<file path="src/design/timed_peer_blocklist_table_unit_defines.svh">
// Assertion macros for the timed peer blocklist table.
// Used by the top level only; no other dependencies.
`ifndef TIMED_PEER_BLOCKLIST_TABLE_UNIT_DEFINES_SVH
`define TIMED_PEER_BLOCKLIST_TABLE_UNIT_DEFINES_SVH
`ifndef SYNTH
`define TPBT_ASSERT(label, prop) \
    label: assert property (@(posedge clk) disable iff (!rst_n) prop) \
        else $error("assertion failed");
`define TPBT_NEVER(label, cond) \
    label: assert property (@(posedge clk) disable iff (!rst_n) !(cond)) \
        else $error("forbidden condition seen");
`else
`define TPBT_ASSERT(label, prop)
`define TPBT_NEVER(label, cond)
`endif
`endif

</file>
<file path="src/design/tpbt_pkg.sv">
// Shared types and constants for the timed peer blocklist table.
// No dependencies.
package tpbt_pkg;

    localparam int TABLE_DEPTH_DEF = 64;

    localparam logic [31:0] BLOCK_30_MS   = 32'd1800000;
    localparam logic [31:0] BLOCK_45_MS   = 32'd2700000;
    localparam logic [31:0] BLOCK_60_MS   = 32'd3600000;
    localparam logic [31:0] SWEEP_PERIOD  = 32'd3600000;

    localparam logic MODE_QUERY = 1'b0;
    localparam logic MODE_ADD   = 1'b1;

    typedef struct packed {
        logic        mode;
        logic [31:0] user_id;
        logic [15:0] user_port;
        logic [15:0] kad_port;
        logic [31:0] server_address;
        logic        firewalled;
        logic [31:0] now_ms;
    } in_item_t;

    typedef struct packed {
        logic       is_dead;
        logic       table_full;
        logic [6:0] entry_count;
    } out_item_t;

    typedef struct packed {
        logic        mode;
        logic        low_id;
        logic [31:0] user_id;
        logic [15:0] user_port;
        logic [15:0] kad_port;
        logic [31:0] server_address;
        logic [31:0] now_ms;
        logic [31:0] expiry;
    } cmd_t;

    typedef struct packed {
        logic [31:0] peer_id;
        logic [15:0] user_port;
        logic [15:0] kad_port;
        logic [31:0] server_address;
        logic [31:0] expiry;
    } slot_t;

    typedef struct packed {
        logic busy;
        logic overflow;
    } bk_status_t;

    typedef enum logic [1:0] {
        BK_IDLE,
        BK_SCAN,
        BK_ACT,
        BK_SWEEP
    } bk_state_t;

endpackage

</file>
<file path="src/design/tpbt_front.sv">
// Front end: accepts items, classifies them and queues commands (two deep).
// Depends on tpbt_pkg.
module tpbt_front
    import tpbt_pkg::*;
(
    input  logic     clk,
    input  logic     rst_n,
    input  logic     global_list,
    input  logic     push,
    output logic     full,
    input  in_item_t item,
    output logic     cmd_valid,
    output cmd_t     cmd,
    input  logic     cmd_pop
);
    cmd_t       q_reg [2];
    logic       wr_ptr_reg, wr_ptr_next;
    logic       rd_ptr_reg, rd_ptr_next;
    logic [1:0] cnt_reg, cnt_next;
    logic       do_push;
    logic       do_pop;
    cmd_t       cls;
    logic [31:0] block_ms;

    // Pick the block time from the firewalled flag and the global list setting.
    always_comb
    begin
        if (item.firewalled)
        begin
            block_ms = global_list ? BLOCK_45_MS : BLOCK_60_MS;
        end
        else
        begin
            block_ms = global_list ? BLOCK_30_MS : BLOCK_45_MS;
        end
        cls.mode           = item.mode;
        cls.low_id         = (item.user_id[31:24] == 8'd0);
        cls.user_id        = item.user_id;
        cls.user_port      = item.user_port;
        cls.kad_port       = item.kad_port;
        cls.server_address = item.server_address;
        cls.now_ms         = item.now_ms;
        cls.expiry         = item.now_ms + block_ms;
    end

    assign full      = (cnt_reg == 2'd2);
    assign cmd_valid = (cnt_reg != 2'd0);
    assign cmd       = q_reg[rd_ptr_reg];
    assign do_push   = push && !full;
    assign do_pop    = cmd_pop && cmd_valid;

    always_comb
    begin
        wr_ptr_next = do_push ? !wr_ptr_reg : wr_ptr_reg;
        rd_ptr_next = do_pop ? !rd_ptr_reg : rd_ptr_reg;
        cnt_next    = cnt_reg + 2'(do_push) - 2'(do_pop);
    end

    always_ff @(posedge clk)
    begin
        if (do_push)
        begin
            q_reg[wr_ptr_reg] <= cls;
        end
    end

    always_ff @(posedge clk or negedge rst_n)
    begin
        if (!rst_n)
        begin
            wr_ptr_reg <= 1'b0;
            rd_ptr_reg <= 1'b0;
            cnt_reg    <= 2'd0;
        end
        else
        begin
            wr_ptr_reg <= wr_ptr_next;
            rd_ptr_reg <= rd_ptr_next;
            cnt_reg    <= cnt_next;
        end
    end
endmodule

</file>
<file path="config.mk">
export PLATFORM = sky130hd
export DESIGN_NAME = tpbt_front
export DESIGN_NICKNAME = d
export VERILOG_FILES = /design/src/design/timed_peer_blocklist_table_unit_defines.svh /design/src/design/tpbt_pkg.sv /design/src/design/tpbt_front.sv
export SDC_FILE = /design/constraint.sdc
export NUM_CORES = 1
export LEC_CHECK = 0
export ABC_AREA = 1
export BUFFER_PORTS_ARGS = -buffer_cell sky130_fd_sc_hd__buf_2
export CORE_MARGIN = 8
export CORE_UTILIZATION = 49
export CTS_CLUSTER_SIZE = 14
export DETAILED_ROUTE_END_ITERATION = 6
export PLACE_DENSITY = 0.76
export SLEW_MARGIN = 30
export SYNTH_ARGS = -nofsm -noshare
export SYNTH_HDL_FRONTEND = slang
export SYNTH_SLANG_ARGS = --single-unit
</file>
<file path="constraint.sdc">
create_clock -name clk -period 8.3 [get_ports clk]
set_input_delay 0.415 -clock clk [delete_from_list [all_inputs] [get_ports clk]]
set_output_delay 0.415 -clock clk [all_outputs]
set_load 0.05 [all_outputs]
</file>
Yosys cells after proc, flatten, opt, wreduce, memory -nomap -nowiden
Memory sizes are Yosys's and may differ from the RTL's.
Cells that the tools add are included.
{"block": "word_totals", "regBits": 4, "latch_bits": 0, "ram_bits": 324, "rom_bits": 0, "in_bits": 135, "out_inout_bits": 164, "elab_cells": 20, "n_memories": 1}
{"memory": "q_reg", "words": 2, "width": 162, "read_ports": 1, "rd_clocked_by_memory_dff": 0, "wr": 1, "line_no": "tpbt_front.sv:16", "rtl": "cmd_t q_reg [2];"}
{"block": "op_classes", "addsub": 3, "multipliers": 0, "n_div": 0, "n_lt_le_gt_ge": 0, "n_eq_ne": 1, "shifts": 0, "mux": 5, "bitwise": 0, "n_reduce_logical": 7}
{"cell": "$mux 22", "n": 2}
{"cell": "$add 32x32->32", "n": 1}
{"cell": "$mux 21", "n": 1}
{"cell": "$logic_not 8->1", "n": 1}
{"cell": "$logic_not 1->1", "n": 3}
{"cell": "$add 2x1->2", "n": 1}
{"cell": "$eq 2x2->1 const B", "n": 1}
{"cell": "$logic_and 1x1->1", "n": 2}
{"cell": "$mux 1", "n": 2}
{"cell": "$reduce_bool 2->1", "n": 1}
{"cell": "$sub 2x1->2", "n": 1}

Longest topological paths before layout
{"block": "depth", "ltp_word": 5, "ltp_mapped": 15, "ltp_nobuf": 15}

Worst setup path before layout
Ideal clock, no wire load.
{"block": "synth_path", "path_type": "reg-to-reg", "start": "register cnt_reg[1]", "end": "memory q_reg[0][100] (netlist bit) (enable)", "setup_ns": 0.677, "arrival_ns": 7.166, "required_time_ns": 7.623, "path_slack_ns": 0.458, "stages_incl_launch_ff": 4, "n_path_buf": 0, "period_less_slack_ns": 7.842, "path_cell_list": "dfrtp_1 > inv_1 > o21ai_0 > nor2_1"}
{"block": "synth_via", "elab_chain_cells": 5}
{"element": "from (decl)", "line_no": "tpbt_front.sv:19", "rtl": "logic [1:0] cnt_reg, cnt_next;"}
{"element": "from (signal assigned)", "line_no": "tpbt_front.sv:79", "rtl": "cnt_reg <= cnt_next;"}
{"element": "$eq 2x2->1", "line_no": "tpbt_front.sv:46", "rtl": "assign full = (cnt_reg == 2'd2);"}
{"element": "$logic_not 1->1", "line_no": "tpbt_front.sv:49", "rtl": "assign do_push = push && !full;"}
{"element": "$logic_and 1x1->1", "line_no": "tpbt_front.sv:49"}
{"element": "$mux 1", "line_no": "tpbt_front.sv:61", "rtl": "if (do_push)"}
{"element": "$mux 1 (implied by the code)", "line_no": "tpbt_front.sv:63", "rtl": "q_reg[wr_ptr_reg] <= cls;"}
{"element": "to (decl)", "line_no": "tpbt_front.sv:16"}
No other way between the ends.

==> flow_summary.toml <==
[layout]
non_filler_instance_count_after_layout = 1824
multiInputGateArea_sq_um = 3252
finalNetCount = 1604
layout-area-overhead-vs-synth_pct = 21.78
area.sequential_sq_um = 9533
post_route_cells_drive_above_1_share_pct = 26.58
largest_register_ffs = 314
fillers = 2103

[logic_synthesis]
ys.flop_type = "edfxtp_1"
postSynthCellCount = 1152
ys_seq_elements = 318
avg_cell_area_syn_sq_um = 11.45
synth-async-reset-ratio_pct = 1.258
syn_nets = 1305
yosys.cell_types.count = 39
synth_sequential_area_ratio_pct = 72.24
synth_edf_count = 314
mappedNetlistArea_sq_um = 13190
synth_warnings = 0

[grt]
antenna_violations_before_repair = 8
global_route.overflow_total = 0
grt_first_pass_wirelength_mm = 49.11
grt_pass1_vias = 9192
pin_count_of_the_biggest_net_entering_global_routing = 129
all_layer_global_routing_usage_pct = 18.76

[floorplan]
die_area_sq_um = 32430
die_height_um = 180.1
core_area_sq_um = 26730
initial_core_util_pct = 49.35
row_count = 60
pin_count = 299
die_w_um = 180.1

[setup_path]
worstPathMaxFanout = 87
rr_worst_depth = 4
timing_worst_setup_path_type = "reg2out"
crit_cells = 5
r2r_end = "q_reg[1][115]$_DFFE_PP_"
cp.buffers_inverters = 3
worstSetupStartpoint = "rd_ptr_reg$_DFFE_PN0P_"
r2r_slack_ps = 5740
critPathTopFamily = "buffers and inverters"
critical_path.slowest_cell = "buf_4"
worstSetupStartpointType = "flop"
slowest_delay_ps = 830
timing.critical_path.cells = "inv_4 -> buf_4 -> nand2_1 -> nand2_1 -> buf_2"
timing.critical_path.mode_cell = "nand2_1"
crit_arrival_ps = 3420
regToRegStartpoint = "cnt_reg[1]$_DFF_PN0_"
setup.worst_path.end_class = "primary output"
critPathRequiredTime_ps = 7890

[routing]
drt-initial-drc-count = 646
drt-pass1-iter-count = 5
ant_nets = 0
routed_wire_length_per_instance_um = 17.61
postRouteWirelength_mm = 32.11
detail_route.vias_per_cell = 5.031
vias = 9177
remaining_drc_errors = 0

[min_path]
min_delay_worst_endpoint = "q_reg[1][147]$_DFFE_PP_"
timing.hold.worst_path_depth = 1
timing.hold.worst.start = "item[116]"
timing.hold.worst.class = "in2reg"

[sta]
worst_pin_slew_ps = 936.2
setup_viol_count_final = 0
grt_setup_unrepaired = "no"
hold_viol = 0
period_share_pct = 46.21
slew_viol_final = 0
worst_slack_ps = 4465
layout_skew_ps = 15.70
slew_headroom_pct = 37.58
fin_worst_hold_slack_ps = 33.88
clock_period_minus_worst_slack_ps = 3835
tns_ps = 0
max_freq_ghz = 0.2608

[clock_tree]
clk-insertion-delay-late_ps = 570
clock_tree.buffer_depth = 3
cts.repair_timing.setup_buffer_count = 0
post_cts_resized = 0
tritoncts = "done"
htree_levels = 1
cts.clk_slew.worst_paths_ps = 60
root_buffer = "clkbuf_16"
cts-buffers-inserted = 31
cts.sinks = 318

[power]
power_per_cell_area_nw_per_um2 = 421.2
cellLeakagePower_uw = 0.007114
peak_ir_drop_on_the_vdd_network_uv = 245.0

[placement]
dp_cells = 1756
place_hpwl_mm = 22.08
globalplace.congestion = 0.9084
place_worst_setup_slack_ps = 4950
numPortBuffers = 298

[run]
cap_violations = 0

[status]
outcome = "complete, no violations"
[layout by cell type, fill, tap and decap left out, types with 3 or more instances in the layout]
master,n
a21oi_1,6
a21oi_2,3
buf_2,298
buf_4,3
clkbuf_1,14
clkbuf_16,31
clkbuf_8,4
dfrtp_1,3
diode_2,8
edfxtp_1,314
ha_1,17
inv_1,59
inv_2,7
nand2_1,567
nand2_2,13
nand3_1,27
nand3_2,6
nand4_1,5
nor2_1,32
nor2_2,5
nor2_4,4
nor4_1,3
o21ai_1,3
xnor2_1,4
xor2_1,13
[where the power goes]
group	internal [uW]	leakage, uW	total [uW]	switching [uW]
Sequential	2210	0.00296	2350	139
Clock	761	0.000467	1330	569
Combinational	578	0.00369	3080	2500
Total	3550	0.00711	6770	3210
[synthesized netlist by cell type (2+ instances only)]
cell type    n  share of area, %
nor4_1       3              0.14
and2_1       2             0.095
o21ai_1      2             0.076
nand3_1     27               1.0
inv_1       59               1.7
nand2_2     13              0.62
edfxtp_1   314                71
clkbuf_1    29              0.83
nor2_1      34              0.97
nor2_2       5              0.24
nand2_4      2              0.17
ha_1        17               1.6
nor2_4       2              0.17
inv_2        7              0.20
dfrtp_1      4              0.76
xor2_1      13              0.86
nand3_2      6              0.46
buf_4        5              0.28
o21ai_0      2             0.076
o21bai_1     2              0.11
a21oi_1      6              0.23
buf_1        3             0.085
a21oi_2      3              0.20
nor3_1       2             0.076
nand2_1    567                16
nand4_1      5              0.24
buf_2        3              0.11
xnor2_1      4              0.27
[per-stage QoR]
| stage | power, uW | cell area [sq um] | utilization (%) |
|---|---|---|---|
| 2_1_floorplan | 4775 | 13190 | - |
| 3_3_place_gp | 5431 | 15010 | 56.15 |
| 3_5_place_dp | 5478 | 15010 | 56.15 |
| 4_1_cts | 6812 | 15980 | 59.81 |
| 5_1_grt | 7076 | 16060 | 60.10 |
| 6_report | 6766 | 16060 | 60.10 |
[layout make-up]
class / instances / share of cell area, %
clock buffer: 49 / 5.499
tap: 341 / 2.656
multi-input combinational: 727 / 20.24
timing repair buffer: 306 / 10.02
antenna: 8 / 0.1246
sequential: 318 / 59.35
clock inverter: 8 / 0.5219
inverter: 67 / 1.581
[how the worst max path moves through the flow]
| stage | end |
|---|---|
| 6_report | cmd[3] |
| 5_1_grt | cmd[65] |
| 4_1_cts | cmd[3] |
| 3_5_place_dp | cmd[117] |
| 3_3_place_gp | cmd[21] |
| 2_1_floorplan | q_reg[0][100]$_DFFE_PP_ |
[cell families (layout without fill, tap and decap cells)]
logic type | count (synthesis) | count (layout) | share of synthesized area [%]
AND/OR/NAND/NOR | 673 | 673 | 20.70
flip-flops | 318 | 318 | 72.24
buffers and inverters | 107 | 430 | 3.216
AO/OA/AOI/OAI | 19 | 19 | 0.9487
adder cells (fa/ha/maj) | 18 | 18 | 1.764
XOR/XNOR | 17 | 17 | 1.129
other | 0 | 8 | 0
[what timing repair did]
action | CTS | global route
hold endpoints to repair | 4 | 0
setup endpoints to repair | 0 | 0
hold buffers | 1 | 0
[metal layers]
layer	vias up	track usage, %	routed length (um)
met1	4334	22.74	12790
met5	-	0	0
met3	65	4.093	2213
li1	4415	-	-
met4	0	7.011	1062
met2	363	32.55	16040
[worst register-to-register path, cell delays in order, from the launching register on]
cell and delay [ps]:
dfrtp_1 370, inv_1 100, o21ai_1 200, nor2_4 710
buf_4 760
Note: power is estimated with default switching activity, not from simulation.
